==> config.mk <==
export PLATFORM = sky130hd
export DESIGN_NAME = fem_tgs_mul
export DESIGN_NICKNAME = d
export VERILOG_FILES = /design/src/hw/rtl/fem_tgs_pkg.sv /design/src/hw/rtl/fem_tgs_mul.sv
export SDC_FILE = /design/constraint.sdc
export NUM_CORES = 2
export LEC_CHECK = 0
export BUFFER_PORTS_ARGS = -buffer_cell sky130_fd_sc_hd__buf_2
export CAP_MARGIN = 20
export CORE_UTILIZATION = 30
export DETAILED_ROUTE_END_ITERATION = 12
export SYNTH_ARGS = -nofsm -noshare
export SYNTH_HDL_FRONTEND = slang
export SYNTH_SLANG_ARGS = --single-unit
export TNS_END_PERCENT = 100
==> constraint.sdc <==
create_clock -name clk -period 10.2 [get_ports clk]
set_input_delay 0.51 -clock clk [delete_from_list [all_inputs] [get_ports clk]]
set_output_delay 0.51 -clock clk [all_outputs]
set_load 0.005 [all_outputs]
==> src/hw/rtl/fem_tgs_pkg.sv <==
// Shared types and constants for the triangle gradient sensitivity core.
package fem_tgs_pkg;

  localparam int NODE_COUNT_DEF  = 1024;
  localparam int VALUE_WIDTH_DEF = 32;
  localparam int ACC_WIDTH_DEF   = 64;

  localparam int IDX_W     = 10;
  localparam int FIELD_W   = 32;
  localparam int OUT_SUM_W = 64;
  localparam int S_TDATA_W = 232;
  localparam int S_TUSER_W = 2;
  localparam int M_TDATA_W = 144;

  // bits of the multiplier operand consumed per cycle
  localparam int MUL_DIGIT = 8;

  typedef enum logic [1:0] {
    OP_LOAD = 2'd0,
    OP_ELEM = 2'd1,
    OP_READ = 2'd2
  } op_t;

  typedef enum logic [3:0] {
    ST_CLEAR,
    ST_IDLE,
    ST_DISPATCH,
    ST_NODE_RD,
    ST_NODE_CAP,
    ST_PREP,
    ST_MUL_GO,
    ST_MUL_WAIT,
    ST_DIV_GO,
    ST_DIV_WAIT,
    ST_ACC_RD,
    ST_ACC_WR,
    ST_READ_WAIT,
    ST_DONE
  } state_t;

  typedef enum logic [1:0] {
    PH_DET,
    PH_DOT,
    PH_NUM
  } phase_t;

endpackage

==> src/hw/rtl/fem_tgs_mul.sv <==
// Iterative signed multiplier, one digit of the second operand per cycle.
module fem_tgs_mul #(
  parameter int MW = 67
) (
  input  logic                   clk,
  input  logic                   rst,
  input  logic                   start,
  input  logic signed [MW-1:0]   a,
  input  logic signed [MW-1:0]   b,
  output logic                   done,
  output logic signed [2*MW-1:0] p
);
  import fem_tgs_pkg::*;

  localparam int PW    = 2 * MW;
  localparam int STEPS = (MW + MUL_DIGIT - 1) / MUL_DIGIT;
  localparam int BW    = STEPS * MUL_DIGIT;
  localparam int CW    = $clog2(STEPS + 1);

  logic                      busy;
  logic                      fin;
  logic                      neg;
  logic [CW-1:0]             cnt;
  logic [MW-1:0]             amag;
  logic [BW-1:0]             bsh;
  logic [PW-1:0]             acc;
  logic [MW+MUL_DIGIT-1:0]   part;

  assign part = amag * bsh[BW-1 -: MUL_DIGIT];

  always_ff @(posedge clk) begin
    if (rst) begin
      busy <= 1'b0;
      fin  <= 1'b0;
      done <= 1'b0;
      cnt  <= '0;
    end else begin
      done <= fin;
      fin  <= 1'b0;
      if (start) begin
        busy <= 1'b1;
        cnt  <= CW'(STEPS - 1);
      end else if (busy) begin
        cnt <= cnt - 1'b1;
        if (cnt == '0) begin
          busy <= 1'b0;
          fin  <= 1'b1;
        end
      end
    end
  end

  always_ff @(posedge clk) begin
    if (start) begin
      neg  <= a[MW-1] ^ b[MW-1];
      amag <= a[MW-1] ? MW'(-a) : MW'(a);
      bsh  <= BW'(b[MW-1] ? MW'(-b) : MW'(b));
      acc  <= '0;
    end else if (busy) begin
      // shift in the next digit, most significant first
      acc <= (acc << MUL_DIGIT) + PW'(part);
      bsh <= bsh << MUL_DIGIT;
    end
    if (fin) begin
      p <= neg ? -signed'(acc) : signed'(acc);
    end
  end

endmodule

==> impl_summary.md <==
Floorplan
The floorplan has 133 rows. The floorplan die area is 0.134 mm^2. The core footprint is 0.132 mm^2. The initial core utilization is 0.303. During I/O placement, the number of pins put on the boundary was 272. The vertical die dimension is 367 um. The die is 367 um wide.

Logic synthesis
The number of warning messages in the yosys log is 0. The most frequently used flop master after synthesis is sky130_fd_sc_hd__edfxtp_1. The fraction of synthesis flops using an asynchronous set or reset pin is 0. sky130_fd_sc_hd__fa_1 takes more of the synthesized area than any other cell. The portion of synthesized cell area occupied by the leading cell type is 0.229. Ranked by total cell area, the synthesized netlist is headed by sky130_fd_sc_hd__fa_1, sky130_fd_sc_hd__edfxtp_1, sky130_fd_sc_hd__dfxtp_1. After synthesis, the mean cell area works out to 9.36 um^2. The number of flops mapped to enable cells by yosys is 274. The number of nets in the synthesized netlist is 4958. The cell area after synthesis is 0.0399 mm^2. After synthesis, the netlist uses 77 different library cells. Counting every instance in the synthesized netlist gives 4258.

The count of state elements after synthesis is 415. The sequential-to-total area share from yosys stat is 0.277.

Final layout
The area added between synthesis and finish is 11.8%. The number of non-filler instances in the completed layout is 6211. In the layout the commonest cells are sky130_fd_sc_hd__inv_1, sky130_fd_sc_hd__fa_1, sky130_fd_sc_hd__and2_1. The fraction of final layout cells sized beyond drive strength 1 is 0.100. The most common cell after layout, fill and taps aside is sky130_fd_sc_hd__inv_1. The net count of the finished layout is 5098.

Worst setup path
The slowest cell on the critical path is sky130_fd_sc_hd__edfxtp_1. Broken down by cell family, the worst path's largest delay share belongs to compound AO/OA/AOI/OAI gates. The worst-path maximum fanout is 21.

The worst setup path is captured at a register. The signal on the critical path passes through buf_4 -> nand2_1 -> fa_1 -> fa_1 -> inv_1 -> fa_1 -> inv_1 -> fa_1 -> inv_1 -> ha_1 -> o21a_1 -> o31a_1 -> o21a_1 -> o311ai_0 -> a211oi_1 -> o21ai_0 -> a21oi_1 -> buf_4 -> o2111ai_1 -> o21ai_0 -> a311oi_1. The arrival time of data at the critical path endpoint is 8.50 ns. Data on the critical path is required at its endpoint by 10.75 ns.

The cell that appears most often on the critical path is sky130_fd_sc_hd__fa_1. The type of the worst setup path is reg2reg. Counting both buffers and inverters, the worst setup path holds a total of 5.

In this design, the stage delay of the slowest critical-path cell is 0.86 ns. STA classifies the critical path startpoint as a register.

Clocking
Once the clock tree was built, the resizer swapped 0 gates to a different size. Clock latency on the worst-skew pair, taken at its later pin, is 0.65 ns. The cts-stage hold buffer count is 0. The number of buffers between clock root and the deepest sink is 3. The post-CTS setup-driven buffer insertion count is 0. The clock-pin slew on the worst setup and hold paths is 0.07 ns. The root buffer cell chosen for the clock tree is sky130_fd_sc_hd__clkbuf_16. The number of buffers inserted during clock tree synthesis is 48.

The TritonCTS sink count is 415. The total number of H-tree levels is 2. TritonCTS built the clock tree.

Pwr
The design draws 16000 uW. IR analysis of the VDD net gives a maximum drop of 0.300 mV. The analysis attributes to cell leakage a power of 0.0183 uW. The power density over the cells is 360 mW/mm^2.

Timing
The total negative slack is 0 ns. In this run the tightest slew margin relative to its limit is 0.324. The smallest clock period supported by the final layout is computed as 7.96 ns.

The measured slew at the worst slew-check pin is 1.01 ns. The final setup violation count is 0. The final worst hold slack is 0.0898 ns.

The final number of hold-violating endpoints came to 0. The number of pins exceeding their max-slew limit in the final report came to 0. The part of the cycle the worst path needs is 0.780.

Setup repair after global routing left no endpoint under its margin. On the final layout, the worst clock skew is 0.0337 ns. The achievable clock frequency is 126 MHz.

Global routing
Across every metal layer, demand over resource in global routing totals 0.181. The wire length of the first global-routing pass is 190000 um. The number of global-route vias before repair is 30800.

The number of antenna violations at the first check in global routing was 42. The total overflow left after global routing is 0. Entering global routing, the biggest net connects 98 pins.

Routing
The total DRC errors in the routed layout is 0. The number of routed nets with antenna violations is 0. Dividing the detail-routed wire length by the instance count gives 19.8 um. The via total after detailed routing is 30900. The starting DRC count in detailed routing is 2374. Wires add up to 123000 um. The via density per instance is 4.97.

The iteration count of the initial detailed-routing pass is 5.

Status
The run finished with clean final reports.

Flow run
The max-cap check violation count is 0.

Placed design
The cell total after placement is 6103. The placed wire-length estimate is 97600 um. The number of I/O port buffers is 271.

At the end of routability-driven placement, the weighted congestion stood at 0.928.

Worst hold path
The type of the most critical hold path is in2reg.
==> metrics by stage <==
| stage | area (um^2) | setup WS (ns) | util |
|---|---|---|---|
| floorplan | 39900 | 4.16 | - |
| global placement | 42900 | 2.38 | 0.326 |
| detailed placement | 42900 | 2.29 | 0.326 |
| CTS | 44500 | 2.23 | 0.338 |
| global route | 44600 | 1.82 | 0.339 |
| finish | 44600 | 2.24 | 0.339 |
==> final cells by class <==
class	instances	area, um^2
Fill cell	13500	87100
Multi-Input combinational cell	3081	25900
Sequential cell	415	11100
Tap cell	1755	2200
Inverter	542	2040
Timing Repair Buffer	310	1660
Clock buffer	60	1350
Clock inverter	30	295
Antenna cell	18	45.0
==> kinds of logic (layout without fill, tap and decap cells) <==
kind of cell               count (synthesis)  count (layout)  share of synthesized area
and+or+nand+nor                         1424            1424                      0.186
buffers and inverters                    762             942                     0.0723
AOI/OAI and AO/OA                        676             676                      0.108
adders and majority gates                563             563                      0.263
DFF                                      415             415                      0.277
xor gates and xnor gates                 365             365                     0.0802
muxes                                     53              53                     0.0138
other                                      0              18                          0
==> final timing paths <==
check / startpoint / depth (start not counted) / endpoint / slack [ns]
hold / removal: a[0] / 1 / amag[0] / 0.09
hold reg to reg: cnt[1] / 2 / cnt[1] / 0.50
setup reg to reg: bsh[68] / 21 / acc[122] / 2.24
setup / recovery: bsh[68] / 21 / acc[122] / 2.24
==> synthesized netlist by cell type, types with 35 or more instances <==
| library cell | instances |
|---|---|
| sky130_fd_sc_hd__inv_1 | 541 |
| sky130_fd_sc_hd__fa_1 | 456 |
| sky130_fd_sc_hd__and2_1 | 408 |
| sky130_fd_sc_hd__nand2_1 | 377 |
| sky130_fd_sc_hd__edfxtp_1 | 274 |
| sky130_fd_sc_hd__xnor2_1 | 261 |
| sky130_fd_sc_hd__nor2_1 | 243 |
| sky130_fd_sc_hd__clkbuf_1 | 208 |
| sky130_fd_sc_hd__o21ai_0 | 190 |
| sky130_fd_sc_hd__a21oi_1 | 170 |
| sky130_fd_sc_hd__dfxtp_1 | 141 |
| sky130_fd_sc_hd__ha_1 | 107 |
| sky130_fd_sc_hd__xor2_1 | 104 |
| sky130_fd_sc_hd__o31ai_1 | 85 |
| sky130_fd_sc_hd__nand3_1 | 51 |
| sky130_fd_sc_hd__nor3_1 | 50 |
| sky130_fd_sc_hd__nand4_1 | 49 |
| sky130_fd_sc_hd__or3_1 | 49 |
| sky130_fd_sc_hd__or4_1 | 41 |
| sky130_fd_sc_hd__mux2i_1 | 38 |
| sky130_fd_sc_hd__o41ai_1 | 35 |
==> report_power, final <==
part / leakage [uW] / switching, uW / internal (uW)
registers: 0.00375 / 282 / 2030
logic: 0.0138 / 7450 / 4440
clock network: 0.000797 / 782 / 1040
==> routing by layer <==
metal	global-route usage	routed length, um	up-vias
met5	0	262	-
met4	0.0407	2660	44
met3	0.0466	10300	146
met2	0.281	54100	940
met1	0.253	55600	15300
li1	-	-	14400
==> sequential cells by signal, summed over array words and instances, names as in the netlist, 4 cells and up <==
signal	count
cnt	4
bsh	72
p	134
acc	134
amag	67
(Power assumes the default switching activity.)
