### src/hw/rtl/fem_tgs_div.sv
// Restoring divider, one quotient bit per cycle, with signed saturating result.
module fem_tgs_div #(
  parameter int NW        = 136,
  parameter int DENW      = 70,
  parameter int ACC_WIDTH = 64
) (
  input  logic                        clk,
  input  logic                        rst,
  input  logic                        start,
  input  logic signed [NW-1:0]        num,
  input  logic [DENW-1:0]             den,
  output logic                        done,
  output logic signed [ACC_WIDTH-1:0] q
);

  localparam int CW = $clog2(NW + 1);
  localparam logic [ACC_WIDTH-1:0] ACC_MIN = {1'b1, {(ACC_WIDTH-1){1'b0}}};
  localparam logic [ACC_WIDTH-1:0] ACC_MAX = ~ACC_MIN;

  logic            busy;
  logic            fin;
  logic            neg;
  logic [CW-1:0]   cnt;
  logic [NW-1:0]   nq;
  logic [DENW-1:0] rem;
  logic [DENW:0]   trial;
  logic [DENW:0]   diff;
  logic            fits;
  logic            big;

  assign trial = {rem, nq[NW-1]};
  assign diff  = trial - {1'b0, den};
  assign fits  = trial >= {1'b0, den};
  assign big   = |(nq >> (ACC_WIDTH - 1));

  always_ff @(posedge clk) begin
    if (rst) begin
      busy <= 1'b0;
      fin  <= 1'b0;
      done <= 1'b0;
      cnt  <= '0;
    end else begin
      done <= fin;
      fin  <= 1'b0;
      if (start) begin
        busy <= 1'b1;
        cnt  <= CW'(NW - 1);
      end else if (busy) begin
        cnt <= cnt - 1'b1;
        if (cnt == '0) begin
          busy <= 1'b0;
          fin  <= 1'b1;
        end
      end
    end
  end

  always_ff @(posedge clk) begin
    if (start) begin
      neg <= num[NW-1];
      nq  <= num[NW-1] ? NW'(-num) : NW'(num);
      rem <= '0;
    end else if (busy) begin
      // dividend bits leave at the top, quotient bits enter at the bottom
      rem <= fits ? diff[DENW-1:0] : trial[DENW-1:0];
      nq  <= {nq[NW-2:0], fits};
    end
    if (fin) begin
      if (big) begin
        q <= neg ? ACC_MIN : ACC_MAX;
      end else begin
        q <= neg ? -signed'(nq[ACC_WIDTH-1:0]) : signed'(nq[ACC_WIDTH-1:0]);
      end
    end
  end

endmodule

### config.mk
export PLATFORM = sky130hd
export DESIGN_NAME = fem_tgs_div
export DESIGN_NICKNAME = d
export VERILOG_FILES = /design/src/hw/rtl/fem_tgs_div.sv
export SDC_FILE = /design/constraint.sdc
export NUM_CORES = 1
export LEC_CHECK = 0
export BUFFER_PORTS_ARGS = -buffer_cell sky130_fd_sc_hd__buf_4
export CAP_MARGIN = 10
export CORE_MARGIN = 8
export CORE_UTILIZATION = 40
export DETAILED_ROUTE_END_ITERATION = 10
export GPL_TIMING_DRIVEN = 0
export HOLD_SLACK_MARGIN = 0.12
export PLACE_DENSITY = 0.68
export RECOVER_POWER = 50
export SLEW_MARGIN = 20
export SYNTH_ARGS = -nofsm -noshare
export SYNTH_HDL_FRONTEND = slang
export SYNTH_SLANG_ARGS = --single-unit
export TNS_END_PERCENT = 30
### constraint.sdc
create_clock -name clk -period 11.9 [get_ports clk]
set_clock_uncertainty 0.05 [all_clocks]
set_input_delay 0.595 -clock clk [delete_from_list [all_inputs] [get_ports clk]]
set_output_delay 0.595 -clock clk [all_outputs]
set_load 0.02 [all_outputs]
==> impl_results.html <==
<table>
<tr><th>Metric</th><th>Value</th></tr>
<tr><th colspan="2">Drt</th></tr>
<tr><td>Wire length per cell after detailed routing</td><td>21.4 microns</td></tr>
<tr><td>Count of routing violations after the opening detailed-route iteration</td><td>2055</td></tr>
<tr><td>Via/cell ratio</td><td>5.93</td></tr>
<tr><td>Antenna Nets Post-Route</td><td>0</td></tr>
<tr><td>Drt first pass iters</td><td>8</td></tr>
<tr><td>Detailed-route DRC error count</td><td>0</td></tr>
<tr><td>Total Wirelength</td><td>75.4 mm</td></tr>
<tr><td>Count of vias placed by the detailed router</td><td>20.9k</td></tr>
<tr><th colspan="2">Logic synthesis</th></tr>
<tr><td>Commonest register cell after synthesis</td><td>edfxtp_1</td></tr>
<tr><td>Xor and xnor fraction of the mapped netlist area</td><td>8.92%</td></tr>
<tr><td>Arithmetic-cell share of the synthesized area counting full adders, half adders and majority gates</td><td>4.59%</td></tr>
<tr><td>Area of the mapped netlist</td><td>20600 sq um</td></tr>
<tr><td>Area fraction in compound gates after synthesis</td><td>21.6%</td></tr>
<tr><td>Mapped Avg Cell Area</td><td>8.23 sq um</td></tr>
<tr><td>Portion of netlist area occupied by mux cells</td><td>0.831%</td></tr>
<tr><td>Main combinational cell family by area after synthesis</td><td>simple AND/OR/NAND/NOR gates</td></tr>
<tr><td>Async set-reset flop share out of synthesis</td><td>0%</td></tr>
<tr><td>Count of mapped cells out of synthesis</td><td>2507</td></tr>
<tr><td>Simple-Gate Fraction of Synth Area</td><td>22.2%</td></tr>
<tr><td>Yosys warning total</td><td>0</td></tr>
<tr><td>Sequential-to-total area share from yosys stat</td><td>37.1%</td></tr>
<tr><td>Number of synthesized register bits</td><td>282</td></tr>
<tr><td>Library cells used by synthesis</td><td>73</td></tr>
<tr><td>Number of nets in the synthesized netlist</td><td>2791</td></tr>
<tr><td>Count of flip-flops with a built-in enable after synthesis</td><td>201</td></tr>
<tr><th colspan="2">STA</th></tr>
<tr><td>Slew HR</td><td>-120%</td></tr>
<tr><td>Highest Clock Rate</td><td>0.147 GHz</td></tr>
<tr><td>Total negative slack for setup checks</td><td>0 ps</td></tr>
<tr><td>Unrepaired setup endpoints after global routing</td><td>no</td></tr>
<tr><td>Final Slew Violations</td><td>168</td></tr>
<tr><td>Worst hold slack</td><td>230 ps</td></tr>
<tr><td>Count of final setup violators</td><td>0</td></tr>
<tr><td>Min Tclk post-route</td><td>6780 ps</td></tr>
<tr><td>Number of hold-slack violations in the final timing report</td><td>0</td></tr>
<tr><td>Transition at the pin with the smallest max-transition slack</td><td>3300 ps</td></tr>
<tr><td>Final period utilization</td><td>57.0%</td></tr>
<tr><td>Worst Slack Setup Final</td><td>5120 ps</td></tr>
<tr><th colspan="2">Worst setup path</th></tr>
<tr><td>Buffers &amp; Inverters on Critical Path</td><td>6</td></tr>
<tr><td>Sort of element at the end of the critical path</td><td>flop</td></tr>
<tr><td>Critical path class</td><td>reg2reg</td></tr>
<tr><td>Cell chain of the critical path</td><td>clkbuf_1, clkbuf_1, clkbuf_1, or2_2, clkbuf_1, clkbuf_1, buf_12</td></tr>
<tr><td>Worst stage delay on the critical path</td><td>2090 ps</td></tr>
<tr><td>Top fanout value on the critical path</td><td>55</td></tr>
<tr><td>Crit start category</td><td>flop</td></tr>
<tr><td>Cell family contributing the most delay on the critical path</td><td>buffers and inverters</td></tr>
<tr><td>Critical Path AT</td><td>6970 ps</td></tr>
<tr><td>Crit path required time</td><td>12090 ps</td></tr>
<tr><td>Max stage delay cell, worst path</td><td>clkbuf_1</td></tr>
<tr><td>CP dominant cell by count</td><td>clkbuf_1</td></tr>
<tr><th colspan="2">Floorplan</th></tr>
<tr><td>Effective utilization at floorplan</td><td>40.3%</td></tr>
<tr><td>Die Wd</td><td>243 microns</td></tr>
<tr><td>Ports</td><td>274</td></tr>
<tr><td>Die footprint</td><td>59100 sq um</td></tr>
<tr><td>Core region area</td><td>51200 sq um</td></tr>
<tr><td>Row count</td><td>83</td></tr>
<tr><td>Vertical extent of the die</td><td>243 microns</td></tr>
<tr><th colspan="2">Place</th></tr>
<tr><td>Cell Count Post-Placement</td><td>3464</td></tr>
<tr><td>Pre-CTS setup slack</td><td>6710 ps</td></tr>
<tr><td>HPWL after detailed placement</td><td>59.1 mm</td></tr>
<tr><td>Placed standard-cell area</td><td>23600 sq um</td></tr>
<tr><td>Total of buffers placed on input and output ports</td><td>273</td></tr>
<tr><td>Placer Congestion</td><td>1.00</td></tr>
<tr><th colspan="2">Layout</th></tr>
<tr><td>Fill cell instance count of the final layout</td><td>5052</td></tr>
<tr><td>Post-Layout Cell Count</td><td>3531</td></tr>
<tr><td>Most frequent cells in the layout</td><td>311 x nor2_1, 283 x nand2_1, 241 x a21oi_1</td></tr>
<tr><td>Area of all placed cells without fillers</td><td>24600 sq um</td></tr>
<tr><td>Final net count</td><td>3106</td></tr>
<tr><td>Area growth from synthesis to layout</td><td>19.2%</td></tr>
<tr><td>Most common cell after layout, fill and taps aside</td><td>nor2_1</td></tr>
<tr><td>Final core utilization</td><td>48.0%</td></tr>
<tr><td>Fraction of layout instances using a drive strength above 1</td><td>10.9%</td></tr>
<tr><th colspan="2">Pwr</th></tr>
<tr><td>Static Leak</td><td>9.08 nW</td></tr>
<tr><td>Total power draw</td><td>3.18 mW</td></tr>
<tr><td>Internal Pwr Total</td><td>2.15 mW</td></tr>
<tr><td>Switching share of power</td><td>32.4%</td></tr>
<tr><td>Net switching power</td><td>1.03 mW</td></tr>
<tr><td>Peak supply drop</td><td>0.000116 V</td></tr>
<tr><td>Combinational Power Share</td><td>23.6%</td></tr>
<tr><td>Clock network power share</td><td>37.4%</td></tr>
<tr><td>Register share of total power</td><td>39.0%</td></tr>
<tr><td>Power density over cell area</td><td>129 nW/um^2</td></tr>
<tr><th colspan="2">Clock network</th></tr>
<tr><td>Hold-fix buffers, CTS</td><td>0</td></tr>
<tr><td>Maximum level of the CTS H-tree</td><td>2</td></tr>
<tr><td>Worst-skew pair later-pin latency</td><td>580 ps</td></tr>
<tr><td>Number of buffers inserted during clock tree synthesis</td><td>36</td></tr>
<tr><td>Clock tree from TritonCTS</td><td>built</td></tr>
<tr><td>Worst-case clock buffer depth</td><td>3</td></tr>
<tr><td>Number of post-CTS setup repair buffers</td><td>0</td></tr>
<tr><td>Clock transition at path regs</td><td>60 ps</td></tr>
<tr><td>Buffer cell driving the clock tree root</td><td>clkbuf_16</td></tr>
<tr><td>CTS sink count</td><td>282</td></tr>
<tr><td>Number of gates given a new drive strength after cts</td><td>0</td></tr>
<tr><th colspan="2">Global routing</th></tr>
<tr><td>Via count of the first global-routing pass</td><td>20.4k</td></tr>
<tr><td>Global-route wire length before repair</td><td>117 mm</td></tr>
<tr><td>Antenna violations before repair</td><td>1</td></tr>
<tr><td>Overall overflow remaining after global route</td><td>0</td></tr>
<tr><td>Maximum number of pins on one net before global-route repair</td><td>66</td></tr>
<tr><td>Gr usage total</td><td>24.4%</td></tr>
<tr><th colspan="2">Min path</th></tr>
<tr><td>Path category of the worst min-delay check</td><td>in2reg</td></tr>
<tr><th colspan="2">Flow run</th></tr>
<tr><td>Max-cap viol count</td><td>3</td></tr>
<tr><th colspan="2">Status</th></tr>
<tr><td>Violated checks</td><td>capacitance limit, slew limit</td></tr>
<tr><td>Run status</td><td>complete, but fails checks</td></tr>
</table>
layout make-up:
cell class,instances,area [sq um],share of cell area (%)
antenna,1,2.50,0.0102
buffer,149,568,2.31
clock buffer,37,905,3.68
clock inverter,29,373,1.52
inverter,112,420,1.71
multi-input combinational,1964,12000,48.7
sequential,282,7660,31.2
tap,680,851,3.46
timing repair buffer,277,1820,7.41
Yosys cell counts (all sizes together), types with 8 or more instances:
master | number | area, sq um
a211oi | 20 | 150
a21o | 29 | 218
a21oi | 241 | 1210
a221o | 14 | 140
a311oi | 52 | 455
a31oi | 9 | 56.3
and3 | 10 | 62.6
buf | 10 | 46.3
clkbuf | 139 | 522
dfxtp | 81 | 1620
edfxtp | 201 | 6040
ha | 74 | 926
inv | 111 | 417
mux2 | 9 | 101
nand2 | 283 | 1060
nand2b | 25 | 156
nand3 | 42 | 223
nand4 | 40 | 250
nor2 | 313 | 1190
nor2b | 15 | 93.8
nor3 | 68 | 340
nor3b | 8 | 60.1
nor4 | 59 | 390
o211ai | 8 | 60.1
o21a | 9 | 67.6
o21ai | 158 | 791
o21bai | 17 | 128
o311ai | 39 | 342
o31ai | 42 | 329
o41ai | 25 | 219
or2 | 18 | 113
or3 | 38 | 238
or4 | 27 | 210
xnor2 | 59 | 517
xor2 | 151 | 1320
flip-flops by register name (all words and copies together) (netlist names):
signal  count
fin         1
busy        1
done        1
neg         1
rem        70
q          64
nq        136
cnt         8
power by group through the flow:
stage | logic (mW) | registers, mW | clock network (mW)
after global placement | 0.726 | 1.25 | 0
final | 0.752 | 1.24 | 1.19
after CTS | 0.746 | 1.23 | 1.21
after floorplan | 0.485 | 1.23 | 0
after global routing | 0.828 | 1.25 | 1.24
after detailed placement | 0.741 | 1.25 | 0
final timing paths:
path,start,endpoint,slack [ps],cells past startpoint
hold reg to reg,rem[41],rem[42],450,2
setup / recovery,busy,nq[14],5120,7
hold / removal,rst,done,230,2
setup reg to reg,busy,nq[14],5120,7
per-layer routing:
layer  vias up  GRT usage (%)  part of all wire, %
li1       9862              -                    -
met1      9897           32.4                   44
met2      1019           38.5                   44
met3       166           5.21                  8.4
met4         0           9.50                  3.8
met5         -              0                    0
cell families after synthesis:
family,after synthesis
XOR/XNOR,210
AND/OR/NAND/NOR,966
AO/OA/AOI/OAI,697
multiplexers,16
flip-flops,282
adder cells (fa/ha/maj),75
buffers and inverters,261
Power figures use the tool's default switching activity.
